`src/rtl/jtok_pkg.sv`:
```
// payload types and character constants for the json array tokenizer
// no dependencies; used by the interfaces, jtok_fsm and json_object_array_tokenizer

package jtok_pkg;

	localparam logic [7:0] CH_LBRACK    = 8'h5b; // [
	localparam logic [7:0] CH_RBRACK    = 8'h5d; // ]
	localparam logic [7:0] CH_LBRACE    = 8'h7b; // {
	localparam logic [7:0] CH_RBRACE    = 8'h7d; // }
	localparam logic [7:0] CH_COLON     = 8'h3a; // :
	localparam logic [7:0] CH_COMMA     = 8'h2c; // ,
	localparam logic [7:0] CH_QUOTE     = 8'h22; // "
	localparam logic [7:0] CH_BACKSLASH = 8'h5c; // backslash
	localparam logic [7:0] CH_SPACE     = 8'h20;
	localparam logic [7:0] CH_LF        = 8'h0a;
	localparam logic [7:0] CH_CR        = 8'h0d;
	localparam logic [7:0] CH_TAB       = 8'h09;
	localparam logic [7:0] CH_N         = 8'h6e; // n
	localparam logic [7:0] CH_R         = 8'h72; // r
	localparam logic [7:0] CH_T         = 8'h74; // t

	typedef struct packed {
		logic [7:0] in_byte;
		logic       last_byte;
	} text_t;

	typedef struct packed {
		logic [7:0] out_char;
		logic       char_valid;
		logic       in_key;
		logic       key_end;
		logic       value_end;
		logic       object_end;
		logic       array_end;
		logic       not_array;
	} token_t;

endpackage

```
`src/rtl/jtok_if.sv`:
```
// valid/ready channel interfaces for document bytes and tokens
// depends on jtok_pkg for the payload types

interface jtok_text_if;
	logic            valid;
	logic            ready;
	jtok_pkg::text_t data;

	modport source (output valid, output data, input ready);
	modport sink (input valid, input data, output ready);
endinterface

interface jtok_token_if;
	logic             valid;
	logic             ready;
	jtok_pkg::token_t data;

	modport source (output valid, output data, input ready);
	modport sink (input valid, input data, output ready);
endinterface

```
`src/rtl/jtok_fsm.sv`:
```
// parse phase machine and result register of the json array tokenizer
// depends on jtok_pkg

module jtok_fsm (
	input  logic             clk,
	input  logic             arst_n,
	input  logic             load,
	input  jtok_pkg::text_t  text,
	output jtok_pkg::token_t token
);

	typedef enum logic [3:0] {
		PH_START,
		PH_ARRAY,
		PH_OBJ,
		PH_KEY,
		PH_KEY_ESC,
		PH_COLON,
		PH_VALWS,
		PH_VBARE,
		PH_VSTR,
		PH_VSTR_ESC,
		PH_DONE
	} phase_t;

	phase_t           phase_q;
	phase_t           phase_d;
	phase_t           phase_mid;
	jtok_pkg::token_t token_q;
	jtok_pkg::token_t token_d;
	logic [7:0]       c;
	logic             last;
	logic             ws;
	logic [7:0]       unesc;

	assign c    = text.in_byte;
	assign last = text.last_byte;
	assign ws   = (c == jtok_pkg::CH_SPACE) || (c == jtok_pkg::CH_LF) ||
	              (c == jtok_pkg::CH_CR) || (c == jtok_pkg::CH_TAB);

	always_comb begin
		case (c)
			jtok_pkg::CH_N: unesc = jtok_pkg::CH_LF;
			jtok_pkg::CH_R: unesc = jtok_pkg::CH_CR;
			jtok_pkg::CH_T: unesc = jtok_pkg::CH_TAB;
			default:        unesc = c;
		endcase
	end

	always_comb begin
		token_d   = '0;
		phase_mid = phase_q;
		case (phase_q)
			PH_START: begin
				if (c == jtok_pkg::CH_LBRACK) begin
					phase_mid = PH_ARRAY;
				end else if (!ws) begin
					token_d.not_array = 1'b1;
					token_d.array_end = 1'b1;
					phase_mid         = PH_DONE;
				end
			end
			PH_ARRAY: begin
				if (c == jtok_pkg::CH_RBRACK) begin
					token_d.array_end = 1'b1;
					phase_mid         = PH_DONE;
				end else if (c == jtok_pkg::CH_LBRACE) begin
					phase_mid = PH_OBJ;
				end
			end
			PH_OBJ: begin
				if (c == jtok_pkg::CH_RBRACE) begin
					token_d.object_end = 1'b1;
					phase_mid          = PH_ARRAY;
				end else if (c == jtok_pkg::CH_QUOTE) begin
					phase_mid = PH_KEY;
				end
			end
			PH_KEY, PH_VSTR: begin
				if (c == jtok_pkg::CH_QUOTE) begin
					if (phase_q == PH_KEY) begin
						token_d.key_end = 1'b1;
						phase_mid       = PH_COLON;
					end else begin
						token_d.value_end = 1'b1;
						phase_mid         = PH_OBJ;
					end
				end else if (c == jtok_pkg::CH_BACKSLASH && !last) begin
					phase_mid = (phase_q == PH_KEY) ? PH_KEY_ESC : PH_VSTR_ESC;
				end else begin
					// a trailing backslash on the last byte lands here too
					token_d.out_char   = c;
					token_d.char_valid = 1'b1;
					token_d.in_key     = (phase_q == PH_KEY);
				end
			end
			PH_KEY_ESC, PH_VSTR_ESC: begin
				token_d.out_char   = unesc;
				token_d.char_valid = 1'b1;
				token_d.in_key     = (phase_q == PH_KEY_ESC);
				phase_mid          = (phase_q == PH_KEY_ESC) ? PH_KEY : PH_VSTR;
			end
			PH_COLON, PH_VALWS: begin
				if (ws) begin
					phase_mid = phase_q;
				end else if (phase_q == PH_COLON && c == jtok_pkg::CH_COLON) begin
					phase_mid = PH_VALWS;
				end else if (c == jtok_pkg::CH_QUOTE) begin
					phase_mid = PH_VSTR;
				end else if (c == jtok_pkg::CH_COMMA || c == jtok_pkg::CH_RBRACK) begin
					// empty value
					token_d.value_end = 1'b1;
					phase_mid         = PH_OBJ;
				end else if (c == jtok_pkg::CH_RBRACE) begin
					token_d.value_end  = 1'b1;
					token_d.object_end = 1'b1;
					phase_mid          = PH_ARRAY;
				end else begin
					token_d.out_char   = c;
					token_d.char_valid = 1'b1;
					phase_mid          = PH_VBARE;
				end
			end
			PH_VBARE: begin
				if (ws || c == jtok_pkg::CH_COMMA || c == jtok_pkg::CH_RBRACK) begin
					token_d.value_end = 1'b1;
					phase_mid         = PH_OBJ;
				end else if (c == jtok_pkg::CH_RBRACE) begin
					token_d.value_end  = 1'b1;
					token_d.object_end = 1'b1;
					phase_mid          = PH_ARRAY;
				end else begin
					token_d.out_char   = c;
					token_d.char_valid = 1'b1;
				end
			end
			default: begin
				phase_mid = PH_DONE;
			end
		endcase

		phase_d = phase_mid;
		if (last) begin
			// close whatever is still open, then restart on the next byte
			case (phase_mid)
				PH_START: begin
					token_d.not_array = 1'b1;
					token_d.array_end = 1'b1;
				end
				PH_ARRAY: begin
					token_d.array_end = 1'b1;
				end
				PH_OBJ: begin
					token_d.object_end = 1'b1;
					token_d.array_end  = 1'b1;
				end
				PH_KEY, PH_KEY_ESC: begin
					token_d.key_end    = 1'b1;
					token_d.value_end  = 1'b1;
					token_d.object_end = 1'b1;
					token_d.array_end  = 1'b1;
				end
				PH_COLON, PH_VALWS, PH_VBARE, PH_VSTR, PH_VSTR_ESC: begin
					token_d.value_end  = 1'b1;
					token_d.object_end = 1'b1;
					token_d.array_end  = 1'b1;
				end
				default: begin
				end
			endcase
			phase_d = PH_START;
		end
	end

	always_ff @(posedge clk or negedge arst_n) begin
		if (!arst_n) begin
			phase_q <= PH_START;
			token_q <= '0;
		end else if (load) begin
			phase_q <= phase_d;
			token_q <= token_d;
		end
	end

	assign token = token_q;

	a_last_restarts: assert property (@(posedge clk) disable iff (!arst_n)
		load && last |=> phase_q == PH_START)
		else $error("phase not back at start after last byte");

	a_not_array_ends: assert property (@(posedge clk) disable iff (!arst_n)
		token_q.not_array |-> token_q.array_end && !token_q.char_valid)
		else $error("not_array without array_end");

	a_char_clean: assert property (@(posedge clk) disable iff (!arst_n)
		!token_q.char_valid |-> token_q.out_char == 8'h00 && !token_q.in_key)
		else $error("character fields set without char_valid");

	a_done_quiet: assert property (@(posedge clk) disable iff (!arst_n)
		load && phase_q == PH_DONE && !last |=> token_q == '0 && phase_q == PH_DONE)
		else $error("done phase produced a token");

endmodule

```
`src/rtl/json_object_array_tokenizer.sv`:
```
// top level of the json array tokenizer: input stage, phase machine, output valid
// depends on jtok_pkg, jtok_if.sv (jtok_text_if, jtok_token_if) and jtok_fsm

// Usage
//   text   : sink channel, one document byte per transfer (in_byte, last_byte)
//   tokens : source channel, exactly one token per accepted byte
//   A byte is captured in an input register, decoded combinationally by the
//   phase machine and lands in the token register; its token is valid once
//   it sits there. One byte per cycle is sustained while the sink keeps
//   ready high.
//   When the sink stalls, the token register holds, the input register keeps
//   one more byte, and text.ready drops only once both are full; ready returns
//   in the cycle the held token transfers, so no bubble is inserted.
//   last_byte closes any open key, value or object and arms the phase machine
//   for a new document on the next byte.
//   Reset clears both valid flags and returns the parser to waiting for '['.

module json_object_array_tokenizer (
	input  logic                clk,
	input  logic                arst_n,
	jtok_text_if.sink           text,
	jtok_token_if.source        tokens
);

	logic            valid_s1;
	jtok_pkg::text_t data_s1;
	logic            out_valid_q;
	logic            advance;
	logic            load;
	logic            take;

	// stage 1 may move forward when the token register is empty or draining
	assign advance    = !out_valid_q || tokens.ready;
	assign load       = valid_s1 && advance;
	assign text.ready = !valid_s1 || advance;
	assign take       = text.valid && text.ready;

	always_ff @(posedge clk or negedge arst_n) begin
		if (!arst_n) begin
			valid_s1    <= 1'b0;
			out_valid_q <= 1'b0;
		end else begin
			if (take) begin
				valid_s1 <= 1'b1;
			end else if (load) begin
				valid_s1 <= 1'b0;
			end
			if (load) begin
				out_valid_q <= 1'b1;
			end else if (tokens.ready) begin
				out_valid_q <= 1'b0;
			end
		end
	end

	// payload register, no reset needed
	always_ff @(posedge clk) begin
		if (take) begin
			data_s1 <= text.data;
		end
	end

	jtok_fsm u_fsm (
		.clk    (clk),
		.arst_n (arst_n),
		.load   (load),
		.text   (data_s1),
		.token  (tokens.data)
	);

	assign tokens.valid = out_valid_q;

endmodule

```
`src/flat_wrapper.sv`:
```
// flat-port wrapper written by rule: the top's interface ports become plain ports
module json_object_array_tokenizer_flat 
  (clk, arst_n, text_valid, text_data, text_ready, tokens_valid, tokens_data, tokens_ready);
  jtok_text_if text_i ();
  jtok_token_if tokens_i ();
  input  logic clk;
  input  logic arst_n;
  input wire logic [$bits(text_i.valid)-1:0] text_valid;
  input wire logic [$bits(text_i.data)-1:0] text_data;
  output wire logic [$bits(text_i.ready)-1:0] text_ready;
  output wire logic [$bits(tokens_i.valid)-1:0] tokens_valid;
  output wire logic [$bits(tokens_i.data)-1:0] tokens_data;
  input wire logic [$bits(tokens_i.ready)-1:0] tokens_ready;
  assign text_i.valid = text_valid;
  assign text_i.data = text_data;
  assign text_ready = text_i.ready;
  assign tokens_valid = tokens_i.valid;
  assign tokens_data = tokens_i.data;
  assign tokens_i.ready = tokens_ready;
  json_object_array_tokenizer u_core (.clk(clk), .arst_n(arst_n), .text(text_i), .tokens(tokens_i));
endmodule
```
`config.mk`:
```
export PLATFORM = sky130hd
export DESIGN_NAME = json_object_array_tokenizer_flat
export DESIGN_NICKNAME = d
export VERILOG_FILES = /design/src/rtl/jtok_pkg.sv /design/src/rtl/jtok_if.sv /design/src/rtl/jtok_fsm.sv /design/src/rtl/json_object_array_tokenizer.sv /design/src/flat_wrapper.sv
export SDC_FILE = /design/constraint.sdc
export NUM_CORES = 1
export LEC_CHECK = 0
export BUFFER_PORTS_ARGS = -buffer_cell sky130_fd_sc_hd__buf_2
export CAP_MARGIN = 15
export CORE_UTILIZATION = 63
export CTS_BUF_LIST = sky130_fd_sc_hd__clkbuf_2
export CTS_CLUSTER_DIAMETER = 40
export CTS_CLUSTER_SIZE = 12
export DETAILED_ROUTE_END_ITERATION = 10
export PLACE_DENSITY = 0.94
export SYNTH_ARGS = -nofsm -noshare
export SYNTH_HDL_FRONTEND = slang
export SYNTH_SLANG_ARGS = --single-unit
```
`constraint.sdc`:
```
create_clock -name clk -period 4.71 [get_ports clk]
set_input_delay 0.2355 -clock clk [delete_from_list [all_inputs] [get_ports clk]]
set_output_delay 0.2355 -clock clk [all_outputs]
set_load 0.02 [all_outputs]
```
==> reports/metrics.yaml, run 1 <==
async_flop_share: 0.700
hold_class: "in2reg"
fmax_mhz: 343
cts_inserted_buffers: 5
p_int_mw: 0.442
max-slew-margin-rel: 0.523
stdcell_count: 292
fin_area_um2: 2180
seqPwrFrac: 0.485
ys_top_cells_by_area: "dfrtp_1, edfxtp_1, nand2b_1"
outcome: "finished, final reports clean"
ant_nets: 0
critPathBufInv: 0
p_sw_frac: 0.401
grt_pass1_vias: 1692
drv_cap: 0
cellPowerDensity_nw_per_um2: 338
track_usage: 0.308
synth-edff-count: 9
grt_first_pass_wirelength_um: 7880
place_ws_ps: 1880
layout_min_cycle_time_ps: 2920
routedWlPerCell_um: 16.5
synth_warnings: 0
arrival_ps: 3190
numClockSinks: 30
cp-start-kind: "flop"
synth_xor_area_frac: 0.00438
die_h_um: 58.3
ios: 30
synthSimpleGateAreaFrac: 0.316
power_mw: 0.737
synthesis.nets: 239
synth_adder_area_share: 0
cts_tree: "done"
finalSetupTns_ps: 0
clock_latency_ps: 360
finalWirelength_um: 4820
drive_above_1_share: 0.185
combinationalPowerShare: 0.349
finalWorstSetupSlack_ps: 1790
cts_hold_buf: 1
cp_max_fo: 10
ys_seq_area_frac: 0.398
tightest_slew_ps: 713
postSynthCellCount: 226
die_w_um: 58.3
first_pass_iters: 6
ys_ff_latch: 30
n_antenna_cell: 0
grtUsageMet3: 0.0901
gp_congestion: 1.01
area_delta_synth_final_pct: 8.95
slew_viol_final: 0
syn_area_per_cell_um2: 8.85
drtIter0Drc: 115
root_buffer: "clkbuf_2"
viasPerCell: 6.38
use_met1: 0.392
switchingPower_mw: 0.295
cts_resized: 0
route.vias.total: 1864
required_ps: 4980
ir_worst_vdd_mv: 0.216
final_cell_mix: "buf_2, nor2_1, nand2_1, dfrtp_1, nand2b_1"
synth_area_um2: 2000
grt_overflow_total: 0
cts_setup_buffers: 0
synthMuxAreaShare: 0.00501
setup_viol: 0
crit_path_top_delay_cell: "or4b_1"
worst_setup_hold_path_clk_slew_ps: 170
power_frac_clock: 0.166
dp.cells: 283
cts-htree-levels: 2
worstSetupEndpointType: "flop"
final_common_cell: "buf_2"
grt_max_degree: 23
synth_cell_type_count: 61
coreArea_um2: 3030
synth_top_area_frac: 0.263
antenna_found_initial: 0
port_buffers: 29
cts_max_path_buffers: 2
drc: 0
path_cells: "or3_4 -> nor4_2 -> nor4b_1 -> o21ai_0 -> nand4b_1 -> or4b_1 -> nand4_1 -> a21oi_1"
rsz0062_at_grt: "false"
clock_skew_ps: 25.3
initial_core_util: 0.660
period_share: 0.619
cp_slowest_stage_delay_ps: 560
synth_compound_area_frac: 0.233
dieArea_um2: 3400
grt-busiest-layer: "met2"
path_class: "reg2reg"
grt_use_met2: 0.509
cellLeakagePower_nw: 0.911
hpwlAfterDp_um: 3490
nets: 260
placed_area_um2: 2130
synth_ff_type: "dfrtp_1"
synth_top_cell_by_area: "dfrtp_1"
path_delay_family: "simple AND/OR/NAND/NOR gates"
row_count: 20
synth_top_family_by_area: "simple AND/OR/NAND/NOR gates"
hold_violations: 0
state kept, by name (all words and copies together), names as in the netlist:
name,count
u_core.u_fsm.phase_q,4
u_core.tokens.valid,1
u_core.valid_s1,1
u_core.u_fsm.token,15
u_core.data_s1,9
per-stage QoR:
stage               utilization  hold slack [ps]
finish                    0.719             49.6
global route              0.719             9.73
CTS                       0.719             37.8
detailed placement        0.703              202
global placement          0.703              203
floorplan                     -            -60.1
final cells by class:
cell class,instances,area [µm²]
Clock inverter,3,15.0
Multi-Input combinational cell,176,1120
Fill cell,240,850
Timing Repair Buffer,30,155
Inverter,4,15.0
Sequential cell,30,796
Clock buffer,5,25.0
Tap cell,44,55.1
layer usage:
layer	vias to the layer above	part of all wire	routed length [µm]
met3	14	0.077	369
met2	104	0.50	2390
li1	882	-	-
met5	-	0	0
met4	0	0.018	87
met1	864	0.41	1970
worst register-to-register path, cell delays in order, from the launching register on:
cell and delay [ps]:
edfxtp_1 540, or3_4 470, nor4_2 520, nor4b_1 100, o21ai_0 170, nand4b_1 330, or4b_1 560, nand4_1 100
a21oi_1 60
cells in the mapped netlist (2+ instances only):
master      n
a21boi_0    2
a21o_1      4
a21oi_1     9
a22o_1      7
a22oi_1     2
a31oi_1     2
and2_1      3
and3_1      2
buf_2       3
clkbuf_1   12
dfrtp_1    21
edfxtp_1    9
inv_1       3
nand2_1    22
nand2b_1   15
nand3_1     4
nand3b_1    5
nand4_1     2
nand4b_1    4
nand4bb_1   2
nor2_1     25
nor2b_1     8
nor3_1      4
nor4_1      2
nor4b_1     2
o211ai_1    2
o21ai_0    11
o22ai_1     2
o31ai_1     5
power by group through the flow:
stage          clock network [mW]  logic [mW]  registers (mW)
2_1_floorplan                   0       0.184           0.355
3_3_place_gp                    0       0.249           0.360
3_5_place_dp                    0       0.251           0.360
4_1_cts                     0.124       0.253           0.355
5_1_grt                     0.135       0.279           0.362
6_report                    0.122       0.257           0.357
worst paths after layout:
kind                                       startpoint  slack (ps)                     end  cells after the start
worst min-delay path                     text_data[0]          50       u_core.data_s1[0]                      1
worst min register to register  u_core.u_fsm.token[6]         500   u_core.u_fsm.token[6]                      2
worst max register to register      u_core.data_s1[5]        1790   u_core.u_fsm.token[2]                      8
max in group asynchronous                      arst_n        4040  u_core.u_fsm.token[13]                      2
worst max-delay path                u_core.data_s1[5]        1790   u_core.u_fsm.token[2]                      8
min in group asynchronous                      arst_n         320   u_core.u_fsm.token[5]                      2
cells by family (layout without fill, tap and decap cells):
kind of cell              count (synthesis)  count (layout)
AOI/OAI and AO/OA                        64              64
xor gates and xnor gates                  1               1
buffers and inverters                    20              42
DFF                                      30              30
muxes                                     1               1
and+or+nand+nor                         110             110
(Power assumes the default switching activity.)
==> run 2, diff against run 1 <==
- CORE_UTILIZATION: 63 -> 59
- PLACE_DENSITY: 0.94 -> 0.89
- clock period: 4.71 -> 3.04 ns (I/O delays scaled with it)
==> reports/metrics.yaml, run 2 (synthesized netlist as in run 1, its figures left out) <==
ios: 30  # unchanged
cts_resized: 0  # unchanged
layout_min_cycle_time_ps: 2810  # was 2920 ps
finalSetupTns_ps: 0  # unchanged
ir_worst_vdd_mv: 0.350  # was 0.216 mV
path_class: "reg2reg"  # unchanged
slew_viol_final: 0  # unchanged
power_mw: 1.19  # was 0.737 mW
hold_class: "in2reg"  # unchanged
grt_max_degree: 23  # unchanged
area_delta_synth_final_pct: 17.6  # was 8.95%
cts_setup_buffers: 0  # unchanged
gp_congestion: 0.976  # was 1.01
root_buffer: "clkbuf_2"  # unchanged
largest_register_ffs: 15  # unchanged
endpoint: "u_core.u_fsm.token[2]"  # unchanged
final_cell_mix: "buf_2, nor2_1, nand2_1, dfrtp_1, nand2b_1"  # unchanged
cts_inserted_buffers: 5  # unchanged
multi_input_area_um2: 1120  # unchanged
setup_viol: 0  # unchanged
cp-start-kind: "flop"  # unchanged
fmax_mhz: 356  # was 343 MHz
cts_hold_buf: 11  # was 1
final_common_cell: "buf_2"  # unchanged
period_share: 0.923  # was 0.619
drc: 0  # unchanged
cts_max_path_buffers: 2  # unchanged
drv_cap: 0  # unchanged
hold_violations: 0  # unchanged
nets: 280  # was 260
routedWlPerCell_um: 17.9  # was 16.5 µm
path_cells: "or3_4 -> nor4_2 -> nor4b_1 -> o21ai_0 -> nand4b_1 -> or4b_1 -> nand4_1 -> a21oi_1"  # unchanged
max-slew-margin-rel: 0.533  # was 0.523
n_antenna_cell: 0  # unchanged
first_pass_iters: 5  # was 6
initial_core_util: 0.639  # was 0.660
cellLeakagePower_nw: 1.00  # was 0.911 nW
viasPerCell: 6.32  # was 6.38
cp-startpoint: "u_core.data_s1[8]"  # was u_core.data_s1[5]
timing.rr.start: "u_core.data_s1[8]"  # was u_core.data_s1[5]
clock_skew_ps: 39.6  # was 25.3 ps
drtIter0Drc: 189  # was 115
finalWirelength_um: 5590  # was 4820 µm
rr_worst_depth: 8  # unchanged
clock_latency_ps: 390  # was 360 ps
cp_max_fo: 9  # was 10
worstSetupEndpointType: "flop"  # unchanged
antenna_found_initial: 0  # unchanged
tightest_slew_ps: 699  # was 713 ps
port_buffers: 29  # unchanged
die_w_um: 60.2  # was 58.3 µm
drive_above_1_share: 0.209  # was 0.185
cellPowerDensity_nw_per_um2: 507  # was 338 nW/µm²
cp_slowest_stage_delay_ps: 550  # was 560 ps
grt_overflow_total: 0  # unchanged
outcome: "finished, final reports clean"  # unchanged
crit_path_top_delay_cell: "or4b_1"  # unchanged
fin_util: 0.752  # was 0.719
arrival_ps: 3060  # was 3190 ps
nFillCells: 222  # was 240
dp.cells: 293  # was 283
worst_setup_hold_path_clk_slew_ps: 160  # was 170 ps
coreArea_um2: 3130  # was 3030 µm²
stdcell_count: 312  # was 292
ant_nets: 0  # unchanged
required_ps: 3290  # was 4980 ps
route.vias.total: 1973  # was 1864
die_h_um: 60.2  # was 58.3 µm
numClockSinks: 30  # unchanged
grt_first_pass_wirelength_um: 8850  # was 7880 µm
track_usage: 0.337  # was 0.308
row_count: 20  # unchanged
grt_pass1_vias: 1865  # was 1692
seq_area_um2: 796  # unchanged
cts_tree: "done"  # unchanged
dieArea_um2: 3630  # was 3400 µm²
hpwlAfterDp_um: 3780  # was 3490 µm
rsz0062_at_grt: "false"  # unchanged
cts-htree-levels: 2  # unchanged
ff2ff_setup_slack_ps: 230  # was 1790 ps
r2r-end: "u_core.u_fsm.token[2]"  # unchanged
## run 2: cell count changes in the layout (fill, tap and decap cells not counted)
cell,before,now
buf_4,0,10
clkbuf_2,5,6
dlygate4sd3_1,1,11
inv_4,1,0
## run 2: metrics by stage
step	hold slack [ps]	setup slack, ps	instance area (µm²)
after floorplan	-144	467	2000
after global placement	116	336	2200
after detailed placement	130	310	2200
after CTS	99.1	268	2350
after global routing	99.0	84.3	2350
final	87.8	235	2350
## run 2: worst min path at each step
stage,from,end,depth (start not counted)
floorplan,arst_n,u_core.tokens.valid,0
global placement,arst_n,u_core.u_fsm.token[5],1
detailed placement,arst_n,u_core.u_fsm.token[5],1
CTS,tokens_ready,u_core.tokens.valid,3
global route,tokens_ready,u_core.tokens.valid,3
finish,tokens_ready,u_core.tokens.valid,3
## run 2: cell type report
class,count,area share
clock buffer,6,0.0128
clock inverter,2,0.00372
inverter,4,0.00638
multi-input combinational,176,0.475
sequential,30,0.338
tap,44,0.0234
timing repair buffer,50,0.140
## run 2: routing by layer
metal | up-vias | wire (µm) | track usage
li1 | 923 | - | -
met1 | 906 | 2230 | 0.419
met4 | 0 | 174 | 0.136
met5 | - | 0 | 0
met2 | 124 | 2680 | 0.557
met3 | 20 | 503 | 0.0801
## run 2: critical path: cells and delay by family (launching register included)
kind            cells  cell delay (ps)
simple gates        6             1940
flops               1              540
compound gates      2              220
## run 2: power breakdown
| group | switching [mW] | internal (mW) |
|---|---|---|
| Sequential | 0.0491 | 0.470 |
| Combinational | 0.281 | 0.186 |
| Clock | 0.150 | 0.0566 |
